### src/rtl/nearest_palette_color_assert.svh
// Assertion macros shared by the nearest palette color RTL.
// Each macro takes a label, the clock, the active-low reset, a trigger and a consequence.
`ifndef NEAREST_PALETTE_COLOR_ASSERT_SVH
`define NEAREST_PALETTE_COLOR_ASSERT_SVH

`ifndef SYNTHESIS

`define NPC_ASSERT_IMPLY(lbl, clk, rst_n, trig, cons) \
  lbl: assert property (@(posedge clk) disable iff (!rst_n) (trig) |-> cons) \
    else $error("nearest_palette_color: assertion failed");

`define NPC_ASSERT_NEXT(lbl, clk, rst_n, trig, cons) \
  lbl: assert property (@(posedge clk) disable iff (!rst_n) (trig) |=> cons) \
    else $error("nearest_palette_color: assertion failed");

`else

`define NPC_ASSERT_IMPLY(lbl, clk, rst_n, trig, cons)

`define NPC_ASSERT_NEXT(lbl, clk, rst_n, trig, cons)

`endif

`endif

### src/rtl/npc_pkg.sv
`timescale 1ns / 1ps

package npc_pkg;

  localparam int PAL_SIZE      = 16;
  localparam int LEAVES        = 16;
  localparam int NUM_REGS      = 4;
  localparam int WORDS_PER_REG = 4;
  localparam int WORD_W        = 16;
  localparam int CFG_W         = 64;
  localparam int CFG_IDX_W     = 8;
  localparam int REG_SEL_W     = $clog2(NUM_REGS);
  localparam int COLOR_W       = 15;
  localparam int CH_W          = 5;
  localparam int PCH_W         = 3;
  localparam int DIST_W        = 7;
  localparam int IDX_W         = 4;
  localparam int GROUP         = 4;

  localparam int SRC_B_LSB = 10;
  localparam int SRC_G_LSB = 5;
  localparam int SRC_R_LSB = 0;
  localparam int PAL_B_LSB = 9;
  localparam int PAL_G_LSB = 5;
  localparam int PAL_R_LSB = 1;

  typedef struct packed {
    logic [DIST_W-1:0] dist_sum;
    logic [IDX_W-1:0]  idx;
  } cand_t;

  function automatic logic [CH_W-1:0] abs_diff(input logic [CH_W-1:0] a,
                                               input logic [CH_W-1:0] b);
    logic [CH_W-1:0] res;
    if (a > b) begin
      res = a - b;
    end else begin
      res = b - a;
    end
    return res;
  endfunction

  // Lower-index candidate keeps an exact match; otherwise the higher index
  // wins ties at equal distance.
  function automatic cand_t pick(input cand_t lo, input cand_t hi);
    cand_t res;
    if (lo.dist_sum == '0) begin
      res = lo;
    end else if (hi.dist_sum <= lo.dist_sum) begin
      res = hi;
    end else begin
      res = lo;
    end
    return res;
  endfunction

endpackage

### src/rtl/npc_dist.sv
`timescale 1ns / 1ps

module npc_dist (
  input  logic                                               clk,
  input  logic [npc_pkg::COLOR_W-1:0]                        true_color,
  input  logic [npc_pkg::NUM_REGS-1:0][npc_pkg::CFG_W-1:0]  palette,
  output npc_pkg::cand_t [npc_pkg::LEAVES-1:0]               cand_r
);

  logic [npc_pkg::CH_W-1:0] src_b;
  logic [npc_pkg::CH_W-1:0] src_g;
  logic [npc_pkg::CH_W-1:0] src_r;
  npc_pkg::cand_t [npc_pkg::LEAVES-1:0] cand_nxt;

  assign src_b = true_color[npc_pkg::SRC_B_LSB +: npc_pkg::CH_W];
  assign src_g = true_color[npc_pkg::SRC_G_LSB +: npc_pkg::CH_W];
  assign src_r = true_color[npc_pkg::SRC_R_LSB +: npc_pkg::CH_W];

  for (genvar k = 0; k < npc_pkg::LEAVES; k++) begin : g_leaf
    localparam int RegSel  = k / npc_pkg::WORDS_PER_REG;
    localparam int WordSel = k % npc_pkg::WORDS_PER_REG;

    if (k < npc_pkg::PAL_SIZE) begin : g_real
      logic [npc_pkg::WORD_W-1:0] word;
      logic [npc_pkg::CH_W-1:0]   pal_b;
      logic [npc_pkg::CH_W-1:0]   pal_g;
      logic [npc_pkg::CH_W-1:0]   pal_r;

      assign word  = palette[RegSel][WordSel*npc_pkg::WORD_W +: npc_pkg::WORD_W];
      assign pal_b = {word[npc_pkg::PAL_B_LSB +: npc_pkg::PCH_W], 2'b00};
      assign pal_g = {word[npc_pkg::PAL_G_LSB +: npc_pkg::PCH_W], 2'b00};
      assign pal_r = {word[npc_pkg::PAL_R_LSB +: npc_pkg::PCH_W], 2'b00};

      assign cand_nxt[k].dist_sum =
          npc_pkg::DIST_W'(npc_pkg::abs_diff(src_b, pal_b)) +
          npc_pkg::DIST_W'(npc_pkg::abs_diff(src_g, pal_g)) +
          npc_pkg::DIST_W'(npc_pkg::abs_diff(src_r, pal_r));
    end else begin : g_pad
      // Entries past the palette size can never be chosen.
      assign cand_nxt[k].dist_sum = '1;
    end

    assign cand_nxt[k].idx = npc_pkg::IDX_W'(k);
  end

  always_ff @(posedge clk) begin
    cand_r <= cand_nxt;
  end

endmodule

### src/rtl/npc_min4.sv
`timescale 1ns / 1ps

module npc_min4 (
  input  logic                                   clk,
  input  npc_pkg::cand_t [npc_pkg::GROUP-1:0]    cand,
  output npc_pkg::cand_t                         best_r
);

  npc_pkg::cand_t lo;
  npc_pkg::cand_t hi;
  npc_pkg::cand_t best_nxt;

  always_comb begin
    lo       = npc_pkg::pick(cand[0], cand[1]);
    hi       = npc_pkg::pick(cand[2], cand[3]);
    best_nxt = npc_pkg::pick(lo, hi);
  end

  always_ff @(posedge clk) begin
    best_r <= best_nxt;
  end

endmodule

### src/rtl/nearest_palette_color.sv
`timescale 1ns / 1ps

// Nearest palette color lookup.
// A transaction enters on in_true_color at a rising edge with start high and
// busy low. busy is always low, so a new color may be given every cycle.
// The result appears on out_best_index with out_strobe high for exactly one
// cycle, after the color passes the three pipeline registers; results leave in order.
// The receiver cannot stall, and none is needed: the pipeline never holds.
// Stage one forms sixteen Manhattan distances, stage two reduces them to four
// candidates, stage three to the winner. Throughput is one color per cycle.
// The palette lives in four 64-bit registers written through cfg_we,
// cfg_index and cfg_wdata; writes to an index past the last register are
// dropped. Change the palette only while no transaction is in flight.
// Reset clears the palette to zero and empties the pipeline.

`include "nearest_palette_color_assert.svh"

module nearest_palette_color (
  input  logic                              clk,
  input  logic                              rst_n,
  input  logic                              start,
  output logic                              busy,
  input  logic [npc_pkg::COLOR_W-1:0]       in_true_color,
  output logic                              out_strobe,
  output logic [npc_pkg::IDX_W-1:0]         out_best_index,
  input  logic                              cfg_we,
  input  logic [npc_pkg::CFG_IDX_W-1:0]     cfg_index,
  input  logic [npc_pkg::CFG_W-1:0]         cfg_wdata
);

  localparam int NumGroups = npc_pkg::LEAVES / npc_pkg::GROUP;

  logic [npc_pkg::NUM_REGS-1:0][npc_pkg::CFG_W-1:0] pal_r;
  logic                                             accept;
  logic                                             v1_r;
  logic                                             v2_r;
  logic                                             v3_r;
  npc_pkg::cand_t [npc_pkg::LEAVES-1:0]             s1_r;
  npc_pkg::cand_t [NumGroups-1:0]                   s2_r;
  npc_pkg::cand_t                                   s3_r;

  assign busy   = 1'b0;
  assign accept = start & ~busy;

  always_ff @(posedge clk) begin
    if (!rst_n) begin
      pal_r <= '0;
    end else if (cfg_we && (cfg_index < npc_pkg::CFG_IDX_W'(npc_pkg::NUM_REGS))) begin
      pal_r[cfg_index[npc_pkg::REG_SEL_W-1:0]] <= cfg_wdata;
    end
  end

  always_ff @(posedge clk) begin
    if (!rst_n) begin
      v1_r <= 1'b0;
      v2_r <= 1'b0;
      v3_r <= 1'b0;
    end else begin
      v1_r <= accept;
      v2_r <= v1_r;
      v3_r <= v2_r;
    end
  end

  npc_dist u_dist (
    .clk        (clk),
    .true_color (in_true_color),
    .palette    (pal_r),
    .cand_r     (s1_r)
  );

  for (genvar g = 0; g < NumGroups; g++) begin : g_grp
    npc_min4 u_min4 (
      .clk    (clk),
      .cand   (s1_r[g*npc_pkg::GROUP +: npc_pkg::GROUP]),
      .best_r (s2_r[g])
    );
  end

  npc_min4 u_final (
    .clk    (clk),
    .cand   (s2_r),
    .best_r (s3_r)
  );

  assign out_strobe     = v3_r;
  assign out_best_index = s3_r.idx;

  `NPC_ASSERT_IMPLY(a_latency, clk, rst_n, accept, ##3 out_strobe)
  `NPC_ASSERT_IMPLY(a_no_spurious, clk, rst_n, out_strobe, $past(accept, 3))
  `NPC_ASSERT_NEXT(a_final_min, clk, rst_n, v2_r, (s3_r.dist_sum <= $past(s2_r[0].dist_sum)))

endmodule

### config.mk
export PLATFORM = sky130hd
export DESIGN_NAME = nearest_palette_color
export DESIGN_NICKNAME = d
export VERILOG_FILES = /design/src/rtl/npc_pkg.sv /design/src/rtl/npc_dist.sv /design/src/rtl/npc_min4.sv /design/src/rtl/nearest_palette_color.sv
export VERILOG_INCLUDE_DIRS = /design/src /design/src/rtl
export SDC_FILE = /design/constraint.sdc
export NUM_CORES = 1
export LEC_CHECK = 0
export BUFFER_PORTS_ARGS = -buffer_cell sky130_fd_sc_hd__buf_2
export CAP_MARGIN = 0
export CORE_ASPECT_RATIO = 0.6
export CORE_UTILIZATION = 30
export CTS_BUF_LIST = sky130_fd_sc_hd__clkbuf_8
export DETAILED_ROUTE_END_ITERATION = 16
export PLACE_DENSITY = 0.5
export SLEW_MARGIN = 5
export SYNTH_ARGS = -nofsm -noshare
export SYNTH_HDL_FRONTEND = slang
export SYNTH_SLANG_ARGS = --single-unit
### constraint.sdc
create_clock -name clk -period 4 [get_ports clk]
set_clock_uncertainty 0.1 [all_clocks]
set_input_delay 0 -clock clk [delete_from_list [all_inputs] [get_ports clk]]
set_output_delay 0 -clock clk [all_outputs]
set_load 0.01 [all_outputs]
==> flow_metrics.tcl <==
set metrics [dict create \
    ys_ff_latch 281 \
    rsz0062_at_grt "no" \
    fin_ws_ns 0.2072 \
    cp_slowest_cell "a21oi_1" \
    place_area_mm2 0.02946 \
    crit_path_max_incr_delay_ns 0.48 \
    ff2ff_setup_slack_ns 0.21 \
    overflow 0 \
    synth_nets 3767 \
    die_w_um 386.8 \
    final_antenna_net_count 0 \
    dpl_worst_slack_ns 0.2901 \
    nets 4006 \
    worst_setup_path_start_kind "register" \
    dr_wl_met2_um 31150 \
    synth_edf_count 0 \
    path_clk_slew_ns 0.07 \
    rows 84 \
    die-area_mm2 0.09008 \
    gp_congestion 0.8465 \
    io_buffers 67 \
    highest_layer "met5" \
    max_freq_ghz 0.2637 \
    clkSinkCount 281 \
    drtIter0Drc 1629 \
    grt_max_degree 112 \
    totalNegativeSetupSlack_ns 0 \
    r2r-end "g_grp[2].u_min4.best_r[8]" \
    vias 22100 \
    drt_pass1_iterations 5 \
    cts-buffers-inserted 50 \
    crit_arrival_ns 4.27 \
    design_area_mm2 0.03123 \
    cts_setup_buffers 0 \
    crit_buf_inv 2 \
    yosysSeqAreaShare_pct 21.11 \
    synth_common_cells "ha_1, nand2_1, inv_1" \
    endpoint_kind "register" \
    totalWireLength_um 88750 \
    yosysWarnings 0 \
    r2r_start "u_dist.cand_r[118]" \
    slew_headroom_pct 36.62 \
    synthArstFlopShare_pct 0 \
    routedWlPerCell_um 19.40 \
    antenna_found_initial 9 \
    synth_area_leaders "ha_1, dfxtp_1, fa_1, nand2_1, xnor2_1" \
    wl_met1_um 49380 \
    cp_cell_sequence "inv_1 -> ha_1 -> nand4_1 -> or2_2 -> a21oi_1 -> o22a_1 -> ha_1 -> and3_1 -> a221oi_1 -> nor2b_1 -> o21ai_1 -> buf_4 -> nor2b_1 -> o2bb2ai_1" \
    hold_viol_final 0 \
    final-setup-viol-count 0 \
    yosysUniqueCellTypes 73 \
    htree_levels 2 \
    crit_start "u_dist.cand_r[118]" \
    netlist_instances 3132 \
    synthToLayoutAreaGrowth_pct 17.18 \
    initial_utilization_pct 30.37 \
    critical_path.top_delay_family "compound AO/OA/AOI/OAI gates" \
    synth_largest_area_cell "ha_1" \
    p_leak_nw 14.55 \
    grt_first_pass_wirelength_um 134000 \
    dp_cells 4429 \
    gr-usage-all-layers_pct 19.72 \
    clock_path_buffers 3 \
    synth_top_area_share_pct 21.78 \
    drc 0 \
    drive_above_1_share_pct 11.17 \
    cap_violations 0 \
    ff2ff_path_depth 14 \
    worstSetupPathType "reg2reg" \
    fin_crit_ns 3.793 \
    path_depth 14 \
    core-area_mm2 0.08776 \
    yosysMostFrequentCell "ha_1" \
    crit_end "g_grp[2].u_min4.best_r[8]" \
    fin_cells 4575 \
    dpl.hpwl_um 64970 \
    synth_top_flop_cell "dfxtp_1" \
    status "finished clean" \
    cts_root_buffer "clkbuf_8" \
    hold_slack_ns 0.09288 \
    slew_violations 0 \
    hp-class "in2reg" \
    ios 97 \
    clk_latency_ns 0.67 \
    period_share_pct 94.82 \
    grt_pass1_vias 21090 \
    worst-path-max-fanout 12 \
    required_ns 4.48 \
    synth_area_mm2 0.02665 \
    total_power_mw 20.06 \
    cts_tree "built" \
    postSynthAreaPerCell_um2 8.510 \
    power.density_mw_per_mm2 642.2 \
    die_h_um 232.9 \
    viasPerCell 4.830 \
    met3RoutedLength_um 6526 \
    finish.utilization_pct 35.59 \
    tightest_slew_ns 0.9508 \
    max-vdd-ir-drop_v 0.0006256 \
]
-- sequential cells by signal, summed over array words and instances (netlist names) --
signal	cells
g_grp.u_min4.best_r	33
out_strobe	1
pal_r	144
u_dist.cand_r	97
u_final.best_r	4
v1_r	1
v2_r	1
-- cells in the final DEF (no fill, tap or decap), types with 20 or more instances in the layout --
cell type,synthesis,layout
a21oi_1,244,244
o21bai_1,51,51
a21boi_1,20,20
a211oi_1,22,22
nor2_1,120,117
clkbuf_8,0,60
mux2_2,40,40
dfxtp_1,281,281
o21ai_0,68,68
buf_4,2,143
inv_1,372,380
dlygate4sd3_1,0,50
mux2i_1,73,73
nand2_1,402,402
xor2_1,81,81
a21boi_0,124,124
ha_1,464,464
fa_1,80,80
xnor2_1,172,172
a41oi_1,46,46
a21o_1,194,194
buf_2,33,66
-- worst min-delay path by stage --
| stage | startpoint | to | slack, ns | depth (start not counted) |
|---|---|---|---|---|
| finish | cfg_wdata[39] | pal_r[39] | 0.09 | 4 |
| global route | cfg_wdata[55] | pal_r[183] | 0.07 | 4 |
| CTS | cfg_index[4] | pal_r[3] | 0.03 | 7 |
| detailed placement | start | v1_r | 0.11 | 2 |
| global placement | start | v1_r | 0.11 | 2 |
| floorplan | start | v1_r | 0.03 | 1 |
-- worst min-delay path: cells and delay by family --
| kind | cells | cell delay [ns] |
|---|---|---|
| compound gates | 1 | 0.06 |
| buf+inv | 2 | 0.68 |
| simple gates | 1 | 0.05 |
-- layer usage --
metal  vias to the layer above  track usage [%]
li1                      11220                -
met2                       507            25.72
met5                         -                0
met1                     10270            31.81
met4                         2            4.046
met3                       103            3.939
-- area by class of cell --
type                       instances  area (µm²)
inverter                         372        1396
antenna                            2       5.005
tap                             1161        1453
clock buffer                      60       825.8
multi-input combinational       2389       19250
sequential                       281        5625
fill                            9129       56530
timing repair buffer             277        2256
clock inverter                    33       421.7
-- what timing repair did --
action,4_1_cts,5_1_grt
endpoints found under the hold margin,146,0
hold buffers,51,0
resized for setup,0,0
-- cells by family after synthesis --
group | after synthesis | synth area share [%]
AOI/OAI and AO/OA | 860 | 21.87
and+or+nand+nor | 615 | 9.558
adders and majority gates | 544 | 27.79
buffers and inverters | 462 | 6.746
DFF | 281 | 21.11
xor gates and xnor gates | 253 | 8.314
muxes | 116 | 4.600
other | 1 | 0.01407
-- report_power, final --
part / internal (mW) / switching (mW)
registers: 3.64 / 0.516
logic: 5.34 / 7.05
clock network: 2.03 / 1.48
total: 11.0 / 9.05
Power figures use the tool's default switching activity.
